File: config.mk
export PLATFORM = sky130hd
export DESIGN_NAME = rotation_arc_spoke_generator_core_flat
export DESIGN_NICKNAME = d
export VERILOG_FILES = /design/src/rtl/core/rasg_pkg.sv /design/src/rtl/core/rasg_if.sv /design/src/rtl/core/rasg_rot_unit.sv /design/src/rtl/core/rasg_seq.sv /design/src/rtl/core/rotation_arc_spoke_generator_core.sv /design/src/flat_wrapper.sv
export SDC_FILE = /design/constraint.sdc
export NUM_CORES = 1
export LEC_CHECK = 0
export BUFFER_PORTS_ARGS = -buffer_cell sky130_fd_sc_hd__buf_4
export CAP_MARGIN = 20
export CORE_ASPECT_RATIO = 0.7
export CORE_UTILIZATION = 55
export CTS_BUF_LIST = sky130_fd_sc_hd__clkbuf_16
export DETAILED_ROUTE_END_ITERATION = 6
export PLACE_DENSITY = 0.82
export SYNTH_ARGS = -nofsm -noshare
export SYNTH_HDL_FRONTEND = slang
export SYNTH_SLANG_ARGS = --single-unit
File: constraint.sdc
create_clock -name clock -period 14 [get_ports clock]
set_input_delay 0.7 -clock clock [delete_from_list [all_inputs] [get_ports clock]]
set_output_delay 0.7 -clock clock [all_outputs]
set_load 0.005 [all_outputs]
File: src/rtl/core/rasg_pkg.sv
`timescale 1ns / 1ps
// rasg_pkg: shared types and constants of the rotation arc / spoke generator
// no dependencies

package rasg_pkg;

   localparam int PIX_W      = 16;
   localparam int EXTENT_W   = 8;
   localparam int TURN_W     = 10;
   localparam int CSR_IDX_W  = 3;
   localparam int CSR_DATA_W = 16;

   // rotation by about 2.5 degrees in q10
   localparam int ROT_COS   = 1023;
   localparam int ROT_SIN   = 45;
   localparam int ROT_SHIFT = 10;

   localparam logic [CSR_IDX_W-1:0] CSR_FIGURE_MODE      = 3'd0;
   localparam logic [CSR_IDX_W-1:0] CSR_CENTER_X         = 3'd1;
   localparam logic [CSR_IDX_W-1:0] CSR_CENTER_Y         = 3'd2;
   localparam logic [CSR_IDX_W-1:0] CSR_EXTENT           = 3'd3;
   localparam logic [CSR_IDX_W-1:0] CSR_TURN_STEPS       = 3'd4;
   localparam logic [CSR_IDX_W-1:0] CSR_FIRST_DRAWN_STEP = 3'd5;
   localparam logic [CSR_IDX_W-1:0] CSR_START_UP         = 3'd6;

   typedef struct packed {
      logic                    figure_mode;
      logic signed [PIX_W-1:0] center_x;
      logic signed [PIX_W-1:0] center_y;
      logic [EXTENT_W-1:0]     extent;
      logic [TURN_W-1:0]       turn_steps;
      logic [TURN_W-1:0]       first_drawn_step;
      logic                    start_up;
   } cfg_type;

   typedef enum logic [2:0] {
      ST_IDLE,
      ST_DECIDE,
      ST_ROT_X,
      ST_ROT_Y,
      ST_EMIT
   } seq_state_type;

endpackage

File: src/rtl/core/rasg_if.sv
`timescale 1ns / 1ps
// rasg_req_if / rasg_rsp_if: valid/ready channels of the generator
// depends on rasg_pkg

interface rasg_req_if import rasg_pkg::*; ();
   logic valid;
   logic ready;
   logic restart;

   modport source (output valid, output restart, input ready);
   modport sink (input valid, input restart, output ready);
endinterface

interface rasg_rsp_if import rasg_pkg::*; ();
   logic                    valid;
   logic                    ready;
   logic signed [PIX_W-1:0] pixel_x;
   logic signed [PIX_W-1:0] pixel_y;
   logic                    drawn;
   logic                    last;

   modport source (output valid, output pixel_x, output pixel_y, output drawn,
                   output last, input ready);
   modport sink (input valid, input pixel_x, input pixel_y, input drawn,
                 input last, output ready);
endinterface

File: src/rtl/core/rasg_rot_unit.sv
`timescale 1ns / 1ps
// rasg_rot_unit: one half of a q10 rotation, asr(cos*a +/- sin*b, 10)
// depends on rasg_pkg

module rasg_rot_unit import rasg_pkg::*; #(
   parameter int VEC_BITS = 20
) (
   input  logic signed [VEC_BITS-1:0] a,
   input  logic signed [VEC_BITS-1:0] b,
   input  logic                       neg_b,
   output logic signed [VEC_BITS-1:0] result
);

   localparam int W = VEC_BITS + 12;

   logic signed [W-1:0] a_w;
   logic signed [W-1:0] b_w;
   logic signed [W-1:0] term_a;
   logic signed [W-1:0] term_b;
   logic signed [W-1:0] sum;
   logic signed [W-1:0] shifted;

   assign a_w     = W'(a);
   assign b_w     = W'(b);
   assign term_a  = a_w * W'(ROT_COS);
   assign term_b  = b_w * W'(ROT_SIN);
   assign sum     = neg_b ? (term_a - term_b) : (term_a + term_b);
   assign shifted = sum >>> ROT_SHIFT;
   assign result  = shifted[VEC_BITS-1:0];

endmodule

File: src/rtl/core/rasg_seq.sv
`timescale 1ns / 1ps
// rasg_seq: sequencer and vector state; drives the shared rotation unit
// depends on rasg_pkg, rasg_if, rasg_rot_unit

module rasg_seq import rasg_pkg::*; #(
   parameter int FRAC_BITS = 10,
   parameter int STEP_BITS = 10
) (
   input  logic        clock,
   input  logic        reset,
   input  cfg_type     cfg,
   rasg_req_if.sink    req_chan,
   rasg_rsp_if.source  rsp_chan
);

   localparam int VEC_BITS = FRAC_BITS + 10;
   localparam int CW = ((STEP_BITS > TURN_W) ? STEP_BITS : TURN_W) + 1;

   seq_state_type state_ff, state_in;

   logic signed [VEC_BITS-1:0] vec_x_ff, vec_x_in;
   logic signed [VEC_BITS-1:0] vec_y_ff, vec_y_in;
   logic signed [VEC_BITS-1:0] tmp_x_ff, tmp_x_in;
   logic [STEP_BITS-1:0]       step_ff, step_in;
   logic [TURN_W-1:0]          iter_ff, iter_in;
   logic                       finished_ff, finished_in;
   logic                       idle_ff, idle_in;

   logic                       rsp_valid_ff, rsp_valid_in;
   logic signed [PIX_W-1:0]    px_ff, px_in;
   logic signed [PIX_W-1:0]    py_ff, py_in;
   logic                       drawn_ff, drawn_in;
   logic                       last_ff, last_in;

   logic                       accept;
   logic                       out_free;
   logic [CW-1:0]              step_w;
   logic [CW-1:0]              count_w;
   logic                       empty;
   logic                       last_pt;
   logic                       rot_done;
   logic signed [VEC_BITS-1:0] ext_vec;
   logic signed [VEC_BITS-1:0] load_ext;
   logic signed [VEC_BITS-1:0] load_step;
   logic signed [VEC_BITS-1:0] ix;
   logic signed [VEC_BITS-1:0] iy;
   logic signed [VEC_BITS-1:0] rot_a;
   logic signed [VEC_BITS-1:0] rot_b;
   logic                       rot_neg;
   logic signed [VEC_BITS-1:0] rot_res;

   assign req_chan.ready   = (state_ff == ST_IDLE);
   assign accept           = req_chan.valid && (state_ff == ST_IDLE);
   assign out_free         = !rsp_valid_ff || rsp_chan.ready;

   assign rsp_chan.valid   = rsp_valid_ff;
   assign rsp_chan.pixel_x = px_ff;
   assign rsp_chan.pixel_y = py_ff;
   assign rsp_chan.drawn   = drawn_ff;
   assign rsp_chan.last    = last_ff;

   assign step_w  = CW'(step_ff);
   assign count_w = cfg.figure_mode ? CW'(cfg.extent) : CW'(cfg.turn_steps);
   assign empty   = finished_ff || (step_w >= count_w);
   assign last_pt = ((step_w + CW'(1)) >= count_w) || (&step_ff);
   assign rot_done = !cfg.figure_mode ||
                     (({1'b0, iter_ff} + (TURN_W + 1)'(1)) == {1'b0, cfg.turn_steps});

   assign ext_vec   = VEC_BITS'(cfg.extent) <<< FRAC_BITS;
   assign load_ext  = cfg.start_up ? -ext_vec : ext_vec;
   assign load_step = VEC_BITS'({step_ff, {FRAC_BITS{1'b0}}});
   assign ix        = vec_x_ff >>> FRAC_BITS;
   assign iy        = vec_y_ff >>> FRAC_BITS;

   // second half of a rotation uses the old x, still in vec_x; the new x waits in tmp
   assign rot_a   = (state_ff == ST_ROT_Y) ? vec_y_ff : vec_x_ff;
   assign rot_b   = (state_ff == ST_ROT_Y) ? vec_x_ff : vec_y_ff;
   assign rot_neg = (state_ff == ST_ROT_Y);

   rasg_rot_unit #(
      .VEC_BITS (VEC_BITS)
   ) u_rot (
      .a      (rot_a),
      .b      (rot_b),
      .neg_b  (rot_neg),
      .result (rot_res)
   );

   always_comb begin
      state_in = state_ff;
      unique case (state_ff)
         ST_IDLE: begin
            if (accept) state_in = ST_DECIDE;
         end
         ST_DECIDE: begin
            if (!empty && cfg.figure_mode && (cfg.turn_steps != '0)) state_in = ST_ROT_X;
            else state_in = ST_EMIT;
         end
         ST_ROT_X: state_in = ST_ROT_Y;
         ST_ROT_Y: begin
            if (!rot_done) state_in = ST_ROT_X;
            else if (cfg.figure_mode) state_in = ST_EMIT;
            else state_in = ST_IDLE;
         end
         ST_EMIT: begin
            if (out_free) begin
               if (!idle_ff && !cfg.figure_mode) state_in = ST_ROT_X;
               else state_in = ST_IDLE;
            end
         end
         default: state_in = ST_IDLE;
      endcase
   end

   always_comb begin
      vec_x_in     = vec_x_ff;
      vec_y_in     = vec_y_ff;
      tmp_x_in     = tmp_x_ff;
      step_in      = step_ff;
      iter_in      = iter_ff;
      finished_in  = finished_ff;
      idle_in      = idle_ff;
      rsp_valid_in = rsp_valid_ff && !rsp_chan.ready;
      px_in        = px_ff;
      py_in        = py_ff;
      drawn_in     = drawn_ff;
      last_in      = last_ff;
      unique case (state_ff)
         ST_IDLE: begin
            if (accept && req_chan.restart) begin
               vec_x_in    = '0;
               vec_y_in    = load_ext;
               step_in     = '0;
               finished_in = 1'b0;
            end
         end
         ST_DECIDE: begin
            idle_in = empty;
            iter_in = '0;
            if (!empty && cfg.figure_mode) begin
               vec_x_in = '0;
               vec_y_in = load_step;
            end
         end
         ST_ROT_X: begin
            tmp_x_in = rot_res;
         end
         ST_ROT_Y: begin
            vec_x_in = tmp_x_ff;
            vec_y_in = rot_res;
            iter_in  = iter_ff + TURN_W'(1);
         end
         ST_EMIT: begin
            if (out_free) begin
               rsp_valid_in = 1'b1;
               if (idle_ff) begin
                  px_in       = '0;
                  py_in       = '0;
                  drawn_in    = 1'b0;
                  last_in     = 1'b1;
                  finished_in = 1'b1;
               end else begin
                  px_in    = cfg.center_x + PIX_W'(ix);
                  py_in    = cfg.center_y + PIX_W'(iy);
                  drawn_in = cfg.figure_mode || (step_w >= CW'(cfg.first_drawn_step));
                  last_in  = last_pt;
                  iter_in  = '0;
                  if (last_pt) finished_in = 1'b1;
                  else step_in = step_ff + STEP_BITS'(1);
               end
            end
         end
         default: begin
            rsp_valid_in = rsp_valid_ff;
         end
      endcase
   end

   always_ff @(posedge clock) begin
      if (reset) begin
         state_ff     <= ST_IDLE;
         vec_x_ff     <= '0;
         vec_y_ff     <= '0;
         step_ff      <= '0;
         iter_ff      <= '0;
         finished_ff  <= 1'b1;
         idle_ff      <= 1'b1;
         rsp_valid_ff <= 1'b0;
      end else begin
         state_ff     <= state_in;
         vec_x_ff     <= vec_x_in;
         vec_y_ff     <= vec_y_in;
         step_ff      <= step_in;
         iter_ff      <= iter_in;
         finished_ff  <= finished_in;
         idle_ff      <= idle_in;
         rsp_valid_ff <= rsp_valid_in;
      end
   end

   always_ff @(posedge clock) begin
      tmp_x_ff <= tmp_x_in;
      px_ff    <= px_in;
      py_ff    <= py_in;
      drawn_ff <= drawn_in;
      last_ff  <= last_in;
   end

endmodule

File: src/rtl/core/rotation_arc_spoke_generator_core.sv
`timescale 1ns / 1ps
// arc / spoke point generator: one req word in, one rsp word out
// arc point: accept, then decide, emit, and one rotation in two halves (x, then y)
// through the single shared rotation unit before ready returns
// spoke point: decide, then turn_steps rotations, each an x half and a y half, then emit
// finished or empty figure: decide, then emit only; a held rsp word holds the sequencer
// in emit. reset clears configuration, figure stays finished until restart

module rotation_arc_spoke_generator_core import rasg_pkg::*; #(
   parameter int FRAC_BITS = 10,
   parameter int STEP_BITS = 10
) (
   input  logic                  clock,
   input  logic                  reset,
   input  logic                  csr_we,
   input  logic [CSR_IDX_W-1:0]  csr_index,
   input  logic [CSR_DATA_W-1:0] csr_wdata,
   rasg_req_if.sink              req_chan,
   rasg_rsp_if.source            rsp_chan
);

   cfg_type cfg_ff, cfg_in;

   always_comb begin
      cfg_in = cfg_ff;
      if (csr_we) begin
         unique case (csr_index)
            CSR_FIGURE_MODE:      cfg_in.figure_mode      = csr_wdata[0];
            CSR_CENTER_X:         cfg_in.center_x         = csr_wdata[PIX_W-1:0];
            CSR_CENTER_Y:         cfg_in.center_y         = csr_wdata[PIX_W-1:0];
            CSR_EXTENT:           cfg_in.extent           = csr_wdata[EXTENT_W-1:0];
            CSR_TURN_STEPS:       cfg_in.turn_steps       = csr_wdata[TURN_W-1:0];
            CSR_FIRST_DRAWN_STEP: cfg_in.first_drawn_step = csr_wdata[TURN_W-1:0];
            CSR_START_UP:         cfg_in.start_up         = csr_wdata[0];
            default:              cfg_in = cfg_ff;
         endcase
      end
   end

   always_ff @(posedge clock) begin
      if (reset) begin
         cfg_ff <= '0;
      end else begin
         cfg_ff <= cfg_in;
      end
   end

   rasg_seq #(
      .FRAC_BITS (FRAC_BITS),
      .STEP_BITS (STEP_BITS)
   ) u_seq (
      .clock    (clock),
      .reset    (reset),
      .cfg      (cfg_ff),
      .req_chan (req_chan),
      .rsp_chan (rsp_chan)
   );

endmodule

File: src/flat_wrapper.sv
// flat-port wrapper written by rule: the top's interface ports become plain ports
module rotation_arc_spoke_generator_core_flat import rasg_pkg::*;
#(
   parameter int FRAC_BITS = 10,
   parameter int STEP_BITS = 10
)
  (clock, reset, csr_we, csr_index, csr_wdata, req_chan_valid, req_chan_restart, req_chan_ready, rsp_chan_valid, rsp_chan_pixel_x, rsp_chan_pixel_y, rsp_chan_drawn, rsp_chan_last, rsp_chan_ready);
  rasg_req_if req_chan_i ();
  rasg_rsp_if rsp_chan_i ();
  input  logic clock;
  input  logic reset;
  input  logic csr_we;
  input  logic [CSR_IDX_W-1:0] csr_index;
  input  logic [CSR_DATA_W-1:0] csr_wdata;
  input wire logic [$bits(req_chan_i.valid)-1:0] req_chan_valid;
  input wire logic [$bits(req_chan_i.restart)-1:0] req_chan_restart;
  output wire logic [$bits(req_chan_i.ready)-1:0] req_chan_ready;
  output wire logic [$bits(rsp_chan_i.valid)-1:0] rsp_chan_valid;
  output wire logic [$bits(rsp_chan_i.pixel_x)-1:0] rsp_chan_pixel_x;
  output wire logic [$bits(rsp_chan_i.pixel_y)-1:0] rsp_chan_pixel_y;
  output wire logic [$bits(rsp_chan_i.drawn)-1:0] rsp_chan_drawn;
  output wire logic [$bits(rsp_chan_i.last)-1:0] rsp_chan_last;
  input wire logic [$bits(rsp_chan_i.ready)-1:0] rsp_chan_ready;
  assign req_chan_i.valid = req_chan_valid;
  assign req_chan_i.restart = req_chan_restart;
  assign req_chan_ready = req_chan_i.ready;
  assign rsp_chan_valid = rsp_chan_i.valid;
  assign rsp_chan_pixel_x = rsp_chan_i.pixel_x;
  assign rsp_chan_pixel_y = rsp_chan_i.pixel_y;
  assign rsp_chan_drawn = rsp_chan_i.drawn;
  assign rsp_chan_last = rsp_chan_i.last;
  assign rsp_chan_i.ready = rsp_chan_ready;
  rotation_arc_spoke_generator_core #(.FRAC_BITS(FRAC_BITS), .STEP_BITS(STEP_BITS)) u_core (.clock(clock), .reset(reset), .csr_we(csr_we), .csr_index(csr_index), .csr_wdata(csr_wdata), .req_chan(req_chan_i), .rsp_chan(rsp_chan_i));
endmodule
---- Word level (Yosys, flattened, before mapping) ----
Index checks and enable logic that the tools add are counted.
word-level totals
  bits of input ports ..................... 25
  output and inout bits ................... 36
  register bits after elaboration ......... 182
  word-level logic and storage cells ...... 123
operators by class
  add/subtract/negate cells ............... 9
  equality and inequality tests ........... 18
  muxes and demuxes ....................... 33
  magnitude comparators ................... 3
  reduce and logical (&&, ||, !) cells .... 38
  $mul .................................... 2
operators by type and width
  operator                                                               count
  20-bit two-way mux                                                     7
  20-bit one-hot mux with 3 select lines                                 2
  10-bit two-way mux                                                     7
  16-bit by 10-bit adder with 16-bit output                              2
  30-bit adder                                                           1
  20-bit by 11-bit multiplier with 30-bit output, second input constant  1
  30-bit two-way mux                                                     1
  10-bit one-hot mux with 3 select lines                                 1
  30-bit subtractor                                                      1
  20-bit by 7-bit multiplier with 27-bit output, second input constant   1
  10-bit by 1-bit adder with 11-bit output, second input constant        2
  10-bit by 1-bit adder with 10-bit output, second input constant        2
  10-bit greater-or-equal comparator                                     2
  18-bit negator with 20-bit output                                      1
  10-bit one-hot mux with 2 select lines                                 1
  2-bit AND reduction                                                    9
  3-bit two-way mux                                                      5
  3-bit one-hot mux with 5 select lines                                  1
  3-bit by 2-bit == test with 1-bit output, second input constant        4
  3-bit == test, second input constant                                   4
  11-bit by 10-bit == test with 1-bit output                             1
  11-bit by 10-bit greater-or-equal comparator with 1-bit output         1
  10-bit AND reduction                                                   1
  10-bit nonzero test                                                    1
  17 further kinds                                                       44

---- Depth between registers and ports, before layout ----
Gate-level depths: netlist of the first run.
  depth after elaboration ................. 8
  gate-level depth with buffers ........... 39
  mapped depth without buffers ............ 36

---- Hierarchy ----
Synthesis of the first run repeated with hierarchy kept, for this count alone.
second synthesis, totals
  cell total of the unflattened synthesis .. 2257
  area, all modules ....................... 20278.2 um2
modules (own cells, without submodules)
  module                             cells an instance  times used  sequential area each (um2)  area each (um2)
  rasg_rot_unit                      1156               1           0.0                         10095.9
  rasg_seq                           876                1           2942.8                      7657.3
  rotation_arc_spoke_generator_core  225                1           1241.2                      2524.9

---- Worst setup path before layout of the first run ----
Ideal clock, no wire load.
  path kind ............................... register to register
  from .................................... register u_core.u_seq.state_ff[1]
  to ...................................... register u_core.u_seq.vec_y_ff[19]
  data arrival time ....................... 8.718 ns
  stages on the path, launching flop included .. 36
  clock period less this slack ............ 8.813 ns
  path slack .............................. 5.187 ns
  path through ............................ dfxtp_1 -> and3b_1 -> buf_1 -> clkbuf_1 -> clkbuf_1 -> nand2_1 -> nand2_1 -> inv_1 -> fa_1 -> inv_1 -> fa_1 -> fa_1 -> fa_1 -> inv_1 -> fa_1 -> inv_1 -> ha_1 -> a21o_1 -> a21o_1 -> a22oi_1 -> nand2_1 -> o21a_1 -> o21ai_0 -> nand2b_1 -> a21o_1 -> a211oi_1 -> nor3_1 -> ha_1 -> nor2b_1 -> o21ai_0 -> nand2_1 -> or4b_2 -> a2bb2oi_1 -> a211o_1 -> xnor3_1 -> a221oi_1
on the way
  word-level cells in the longest chain between the ends .. 6
  elaborated cells on any way between the ends .. 17
  classes of those cells .................. add/sub (2); mul (2); eq/ne (4); mux (4); reduce/logical (5)
ends and longest elaborated chain
  what                                                                                                             line                                      source
  start, declared                                                                                                  rasg_seq.sv:19                            seq_state_type state_ff, state_in;
  start signal, assigned                                                                                           rasg_seq.sv:190                           state_ff <= state_in;
  3-bit by 2-bit == test with 1-bit output                                                                         n/a
  20-bit two-way mux (on tied branches)                                                                            rasg_seq.sv:76, rasg_seq.sv:77
  20-bit by 11-bit multiplier with 30-bit output or 20-bit by 7-bit multiplier with 27-bit output (tied branches)  rasg_rot_unit.sv:25, rasg_rot_unit.sv:26
  30-bit adder or 30-bit subtractor (tied branches)                                                                rasg_rot_unit.sv:27                       assign sum = neg_b ? (term_a - term_b) : (term_a + term_b);
  30-bit two-way mux                                                                                               rasg_rot_unit.sv:27
  20-bit one-hot mux with 3 select lines                                                                           rasg_seq.sv:128                           unique case (state_ff)
  end signal, assigned                                                                                             rasg_seq.sv:192                           vec_y_ff <= vec_y_in;
  end, declared                                                                                                    rasg_seq.sv:22                            logic signed [VEC_BITS-1:0] vec_y_ff, vec_y_in;
Parallel ways exist; a longest one is shown, timed or not.
A chain may end at the register's enable or synchronous reset.

---- Final worst setup path of the first run ----
  from .................................... register u_core.u_seq.state_ff[0]
  to ...................................... register u_core.u_seq.vec_y_ff[19]
Same word-level chain as after synthesis.

==> results of run 1 <==
[synth_stat cells (11+ instances only)]
master | instances | area, µm²
inv_1 | 351 | 1320
nand2b_1 | 21 | 131
a21o_1 | 48 | 360
edfxtp_1 | 54 | 1620
clkbuf_1 | 66 | 248
a211oi_1 | 11 | 82.6
o211ai_1 | 18 | 135
xor2_1 | 53 | 464
o21a_1 | 21 | 158
mux2i_1 | 19 | 190
nor3_1 | 44 | 220
o31ai_1 | 11 | 82.6
nor2b_1 | 16 | 100
fa_1 | 172 | 3440
nand4_1 | 18 | 113
nand3_1 | 50 | 250
dfxtp_1 | 128 | 2560
a21oi_1 | 172 | 861
o21ai_0 | 69 | 345
a32oi_1 | 28 | 245
and3_1 | 18 | 113
nand2_1 | 285 | 1070
xnor2_1 | 90 | 788
a31oi_1 | 19 | 119
ha_1 | 216 | 2700
a21boi_0 | 11 | 82.6
and2_1 | 13 | 81.3
nor2_1 | 155 | 582
[state kept, by name, indices dropped and copies added (netlist names), 3 cells and up]
| name | flops |
|---|---|
| u_core.u_seq.rsp_chan.pixel_x | 16 |
| u_core.u_seq.step_ff | 10 |
| u_core.u_seq.tmp_x_ff | 20 |
| u_core.u_seq.vec_x_ff | 20 |
| u_core.u_seq.vec_y_ff | 20 |
| u_core.u_seq.state_ff | 3 |
| u_core.u_seq.rsp_chan.pixel_y | 16 |
| u_core.u_seq.iter_ff | 10 |
| u_core.cfg_ff | 62 |
[path summary, 6_finish.rpt]
check | to | cells past startpoint
worst max-delay path | u_core.u_seq.vec_y_ff[19]$_SDFFE_PP0P_ | 29
worst min register to register | u_core.cfg_ff[8]$_SDFFE_PP0P_ | 2
worst max register to register | u_core.u_seq.vec_y_ff[19]$_SDFFE_PP0P_ | 29
worst min-delay path | u_core.cfg_ff[8]$_SDFFE_PP0P_ | 2
[metrics by stage]
step	instance area (µm²)	cells	power (mW)	worst slack (ps)	utilization [%]
detailed placement	20400	2776	0.827	4420	58.6
global route	21100	2811	1.37	3760	60.5
CTS	21100	2808	1.32	4380	60.4
finish	21100	2811	1.33	4210	60.5
global placement	20400	2776	0.818	4760	58.6
floorplan	19500	2305	0.753	5190	-
[power by group through the flow]
| stage | registers, mW | logic (mW) | clock network [mW] |
|---|---|---|---|
| floorplan | 0.574 | 0.180 | 0 |
| global placement | 0.578 | 0.240 | 0 |
| detailed placement | 0.578 | 0.249 | 0 |
| CTS | 0.566 | 0.252 | 0.499 |
| global route | 0.567 | 0.282 | 0.522 |
| finish | 0.566 | 0.260 | 0.502 |
[critical path: cells and delay by family (launching register included)]
kind	cells	cell delay, ps
fa+ha+maj	6	2530
simple gates	9	2620
flops	1	540
xor+xnor	2	500
compound gates	9	2610
buf+inv	3	830
[area by class of cell]
class	count	share of cell area [%]
clock buffer	17	2.02
inverter	352	6.27
multi-input combinational	1699	65.4
clock inverter	15	0.955
sequential	182	19.8
timing repair buffer	74	2.69
tap	472	2.80
[layer usage]
metal  vias up  global-route usage, %
li1       7788                      -
met1      7979                   46.2
met2       785                   42.0
met3        85                   4.64
met4         0                   6.13
met5         -                      0
[logic make-up (layout without fill, tap and decap cells)]
family                     Yosys count  in the layout  synth area share [%]
AOI/OAI and AO/OA                  465            465                  15.3
DFF                                182            182                  21.4
buffers and inverters              424            458                  8.14
xor gates and xnor gates           144            144                  6.52
adders and majority gates          388            388                  31.4
and+or+nand+nor                    678            678                  15.9
muxes                               24             24                  1.26
==> flow_metrics.tcl, run 1 <==
set metrics [dict create \
    run_status "finished, violations left" \
    violations "DRC" \
    drt-met1-wl_mm 24.2 \
    worstMarginPinSlew_ps 1190 \
    num_antenna_cells 0 \
    grt.overflow.total 0 \
    portBuffers 60 \
    hp-start "u_core.cfg_ff[8]$_SDFFE_PP0P_" \
    final_nets 2739 \
    postSynthCellCount 2305 \
    switching_share_pct 32.3 \
    synth_edf_count 54 \
    combPwrFrac_pct 19.6 \
    critPathArrivalTime_ps 10130 \
    num_io_pins 61 \
    yosys_warnings 0 \
    synth-seq-area-share_pct 21.4 \
    clkTransAtPathRegs_ps 80 \
    avgSynthCellArea_um2 8.48 \
    postCtsSetupBuffers 0 \
    synthesis.area_um2 19500 \
    synth_flop_cell "dfxtp_1" \
    clk_latency_ps 450 \
    syn_to_final_growth_pct 7.87 \
    final-seq-area_um2 4180 \
    met3_length_mm 5.40 \
    die_area_um2 36300 \
    rsz0062_at_grt "no" \
    hp-class "register to register" \
    grt_pass1_wl_mm 83.9 \
    cts_sinks 182 \
    cp-end-kind "register" \
    core_um2 34900 \
    detail_route.vias_per_cell 5.92 \
    htreeDepth 4 \
    yosys_register_bits 182 \
    first_global_vias 16000 \
    die_w_um 227 \
    wl_met2_mm 22.1 \
    maxSlewViolCount 0 \
    ir_worst_vdd_v 0.000124 \
    wl_per_cell_um 18.7 \
    hpwl_mm 41.2 \
    fmax_mhz 102 \
    skew_ps 17.6 \
    period_share_pct 70.0 \
    initialDrtViolationCount 1960 \
    p_per_area_nw_per_um2 63.0 \
    dr.pass1.iters 7 \
    worstPathMaxFanout 76 \
    cp_slowest_stage_delay_ps 720 \
    layout_commonest_cell "inv_1" \
    required_ps 14340 \
    globalplace.congestion 0.949 \
    rows 57 \
    final.fill_count 2840 \
    track_usage_pct 29.4 \
    max_cap_viol_count 0 \
    slew-limit-headroom_pct 19.9 \
    ctsResizeCount 0 \
    cpMostUsedCell "ha_1" \
    tns_ps 0 \
    hold_ws_ps 462 \
    final_cell_mix "351 x inv_1, 285 x nand2_1, 216 x ha_1" \
    fin_crit_ps 9790 \
    grt_max_degree 83 \
    drive_gt1_share_pct 5.81 \
    cell_internal_pwr_mw 0.899 \
    clock_path_buffers 2 \
    switchingPower_mw 0.429 \
    die_h_um 160 \
    drc 8 \
    multi_input_area_um2 13800 \
    ys_types 76 \
    crit_path_top_delay_cell "buf_4" \
    regToRegStartpoint "u_core.u_seq.state_ff[0]$_SDFFE_PP0P_" \
    cts_tree "yes" \
    final_hold_viol_count 0 \
    synthArstFlopShare_pct 0 \
    finalSetupViolations 0 \
    leakage_nw 10.1 \
    routed_wirelength_mm 52.6 \
    startpoint "u_core.u_seq.state_ff[0]$_SDFFE_PP0P_" \
    holdBufCountCts 0 \
    seqPwrFrac_pct 42.6 \
    start_util_pct 56.1 \
    r2r_slack_ps 4210 \
    dr.max_layer_used "met4" \
    critPathKind "register to register" \
    clock-root-buffer "clkbuf_16" \
    syn-num-nets 2718 \
    antenna_found_initial 0 \
    p_clk_share_pct 37.8 \
    cts_made_buffers 17 \
    ant_nets 0 \
    critPathLaunchType "register" \
    num_vias 16600 \
]
Power figures use the tool's default switching activity.
==> run 2, diff against run 1 <==
--- a/config.mk
+++ b/config.mk
@@ -5,13 +5,14 @@
 export SDC_FILE = /design/constraint.sdc
 export NUM_CORES = 1
 export LEC_CHECK = 0
+export ABC_AREA = 1
 export BUFFER_PORTS_ARGS = -buffer_cell sky130_fd_sc_hd__buf_4
 export CAP_MARGIN = 20
 export CORE_ASPECT_RATIO = 0.7
 export CORE_UTILIZATION = 55
 export CTS_BUF_LIST = sky130_fd_sc_hd__clkbuf_16
 export DETAILED_ROUTE_END_ITERATION = 6
-export PLACE_DENSITY = 0.82
+export PLACE_DENSITY = 0.85
 export SYNTH_ARGS = -nofsm -noshare
 export SYNTH_HDL_FRONTEND = slang
 export SYNTH_SLANG_ARGS = --single-unit
==> constraint.sdc (replaced) <==
create_clock -name clock -period 8.55 [get_ports clock]
set_input_delay 0.4275 -clock clock [delete_from_list [all_inputs] [get_ports clock]]
set_output_delay 0.4275 -clock clock [all_outputs]
set_load 0.005 [all_outputs]
==> run 2 against run 1 <==
- the flow still finishes with violations (DRC)
- register-to-register slack got worse by 3700 ps
- clock power increased by 68%
- core utilization increased by 0.83 points
- non-clock buffer count increased by 19
- sequential share of layout area decreased by 1.0 points
- flip-flop and latch count unchanged
- sequential power increased by 70%
- die area increased by 4.7%
- routed wire length increased by 12%
- critical path depth increased by 4
- critical endpoint is now u_core.u_seq.vec_y_ff[18]$_SDFFE_PP0P_
==> flow_metrics.tcl, run 2 <==
set metrics [dict create \
    run_status "finished, violations left" \
    violations "DRC" \
    synth-seq-area-share_pct 20.4 \
    cts_made_buffers 17 \
    num_vias 18800 \
    synthTopCellsByCount "588 x inv_1, 527 x nand2_1, 231 x nor2_1" \
    hpwl_mm 47.7 \
    fmax_mhz 124 \
    yosys_register_bits 182 \
    die_area_um2 38000 \
    hp-start "csr_wdata[14]" \
    layout_commonest_cell "inv_1" \
    slew-limit-headroom_pct 25.9 \
    ant_nets 0 \
    multi_input_area_um2 13900 \
    crit_path_top_delay_cell "fa_1" \
    num_antenna_cells 0 \
    worstMarginPinSlew_ps 1110 \
    synthesis.area_um2 20500 \
    synth_top_area_share_pct 16.8 \
    ir_worst_vdd_v 0.000167 \
    grt.overflow.total 0 \
    stdcell_area_um2 22200 \
    p_per_area_nw_per_um2 128 \
    clkTransAtPathRegs_ps 90 \
    combPwrFrac_pct 36.6 \
    r2r_end "u_core.u_seq.vec_y_ff[18]$_SDFFE_PP0P_" \
    final.fill_count 3188 \
    regMostFlops "u_core.cfg_ff" \
    final_cell_mix "588 x inv_1, 527 x nand2_1, 230 x nor2_1" \
    detail_route.vias_per_cell 5.63 \
    cp_slowest_stage_delay_ps 620 \
    regToRegStartpoint "u_core.u_seq.state_ff[1]$_SDFFE_PP0P_" \
    postSynthCellCount 2784 \
    dr.pass1.iters 7 \
    grt_pass1_wl_mm 94.1 \
    hp-class "input pin to register" \
    holdBufCountCts 0 \
    largest_reg_flops 62 \
    place_area_um2 21500 \
    worst-r2r-cell-count 33 \
    portBuffers 60 \
    syn_to_final_growth_pct 8.66 \
    yosys_warnings 0 \
    routed_wirelength_mm 59.0 \
    ys_types 54 \
    critPathKind "register to register" \
    clock-root-buffer "clkbuf_16" \
    first_global_vias 17800 \
    cts_sinks 182 \
    fin_crit_ps 8080 \
    final_nets 3257 \
    clk_latency_ps 460 \
    cell_internal_pwr_mw 1.68 \
    power.total_mw 2.85 \
    leakage_nw 11.4 \
    maxSlewViolCount 0 \
    synth_edf_count 54 \
    max_cap_viol_count 0 \
    htreeDepth 4 \
    drive_gt1_share_pct 7.04 \
    globalplace.congestion 1.00 \
    worstPathMaxFanout 18 \
    wl_per_cell_um 17.7 \
    rsz0062_at_grt "no" \
    period_share_pct 94.5 \
    switching_share_pct 41.0 \
    initialDrtViolationCount 2409 \
    min_path_cells 3 \
    final_hold_viol_count 0 \
    syn-num-nets 3197 \
    final-seq-area_um2 4190 \
    r2r_slack_ps 470 \
    num_io_pins 61 \
    core_um2 36300 \
    switchingPower_mw 1.17 \
    skew_ps 16.2 \
    cp-end-kind "register" \
    clock_path_buffers 2 \
    required_ps 8870 \
    seqPwrFrac_pct 33.8 \
    die_w_um 233 \
    cts_tree "yes" \
    drc 2 \
    critPathLaunchType "register" \
    ys_top_cells_by_area "fa_1 17%, ha_1 13%, dfxtp_1 13%, inv_1 11%, nand2_1 9.7%" \
    synth_flop_cell "dfxtp_1" \
    avgSynthCellArea_um2 7.35 \
    die_h_um 163 \
    p_clk_share_pct 29.6 \
    synthArstFlopShare_pct 0 \
    min_to "u_core.cfg_ff[59]$_SDFFE_PP0P_" \
    synth_top_cell_by_area "fa_1" \
    start_util_pct 56.4 \
    cpMostUsedCell "fa_1" \
    track_usage_pct 31.7 \
    antenna_found_initial 1 \
    post-synth-top-count-cell "inv_1" \
    rows 58 \
    grt_max_degree 62 \
    critPathArrivalTime_ps 8400 \
    finalSetupViolations 0 \
]
-- run 2: cells by family after synthesis --
logic type      after synthesis  synth area share [%]
compound gates              504                  13.4
xor+xnor                     89                  3.81
simple gates                969                  20.1
flops                       182                  20.4
fa+ha+maj                   388                  30.0
buf+inv                     652                  12.2
-- run 2: how the worst max path moves through the flow --
stage	start	to	slack, ps	cells past startpoint
after detailed placement	u_core.u_seq.state_ff[1]$_SDFFE_PP0P_	u_core.u_seq.vec_y_ff[19]$_SDFFE_PP0P_	-250	35
after floorplan	u_core.u_seq.state_ff[2]$_SDFFE_PP0P_	u_core.u_seq.tmp_x_ff[19]$_DFFE_PP_	520	39
after CTS	u_core.u_seq.state_ff[1]$_SDFFE_PP0P_	u_core.u_seq.vec_y_ff[19]$_SDFFE_PP0P_	20	35
final	u_core.u_seq.state_ff[1]$_SDFFE_PP0P_	u_core.u_seq.vec_y_ff[18]$_SDFFE_PP0P_	470	33
after global routing	u_core.u_seq.state_ff[2]$_SDFFE_PP0P_	u_core.u_seq.vec_y_ff[17]$_SDFFE_PP0P_	70	39
after global placement	u_core.u_seq.state_ff[1]$_SDFFE_PP0P_	u_core.u_seq.vec_y_ff[19]$_SDFFE_PP0P_	-410	32
-- run 2: metrics by stage --
step           cells  utilization [%]  hold slack, ps  setup WS, ps  TNS, ps
3_3_place_gp    3300             59.3             445          -406     -896
4_1_cts         3336             61.1             197          16.3        0
6_report        3337             61.3             205           470        0
5_1_grt         3337             61.3             201          67.3        0
2_1_floorplan   2784                -             433           519        0
3_5_place_dp    3303             59.3             452          -245     -882
-- run 2: critical path: cells and delay by family (launching register included) --
kind / cells / cell delay, ps
XOR/XNOR: 1 / 280
AND/OR/NAND/NOR: 10 / 1090
buffers and inverters: 6 / 710
AO/OA/AOI/OAI: 9 / 1940
adder cells (fa/ha/maj): 7 / 3440
flip-flops: 1 / 480
-- run 2: layer usage --
metal / wire, µm / GRT usage, % / part of all wire (%) / vias to the layer above
li1: - / - / - / 8932
met1: 27900 / 49.2 / 47 / 8905
met2: 24300 / 46.4 / 41 / 889
met3: 6030 / 5.05 / 10 / 76
met4: 727 / 5.20 / 1.2 / 0
met5: 0 / 0 / 0 / -
-- run 2: repair_timing --
item	in CTS	in global routing
gates resized for setup	8	13
pin swaps	1	1
cloned	1	0
buffers inserted	0	1
setup endpoints to repair	5	16
-- run 2: cell type report --
cell class	instances	area share, %
Sequential cell	182	18.8
Tap cell	480	2.70
Inverter	599	10.1
Timing Repair Buffer	93	3.20
Multi-Input combinational cell	1951	62.3
Clock inverter	15	0.956
Clock buffer	17	1.91
-- run 2: power by group through the flow --
| stage | clock network [mW] | logic [mW] | registers [mW] |
|---|---|---|---|
| 2_1_floorplan | 0 | 0.717 | 0.972 |
| 3_3_place_gp | 0 | 0.976 | 0.978 |
| 3_5_place_dp | 0 | 1.00 | 0.979 |
| 4_1_cts | 0.846 | 1.01 | 0.960 |
| 5_1_grt | 0.886 | 1.14 | 0.964 |
| 6_report | 0.845 | 1.04 | 0.963 |
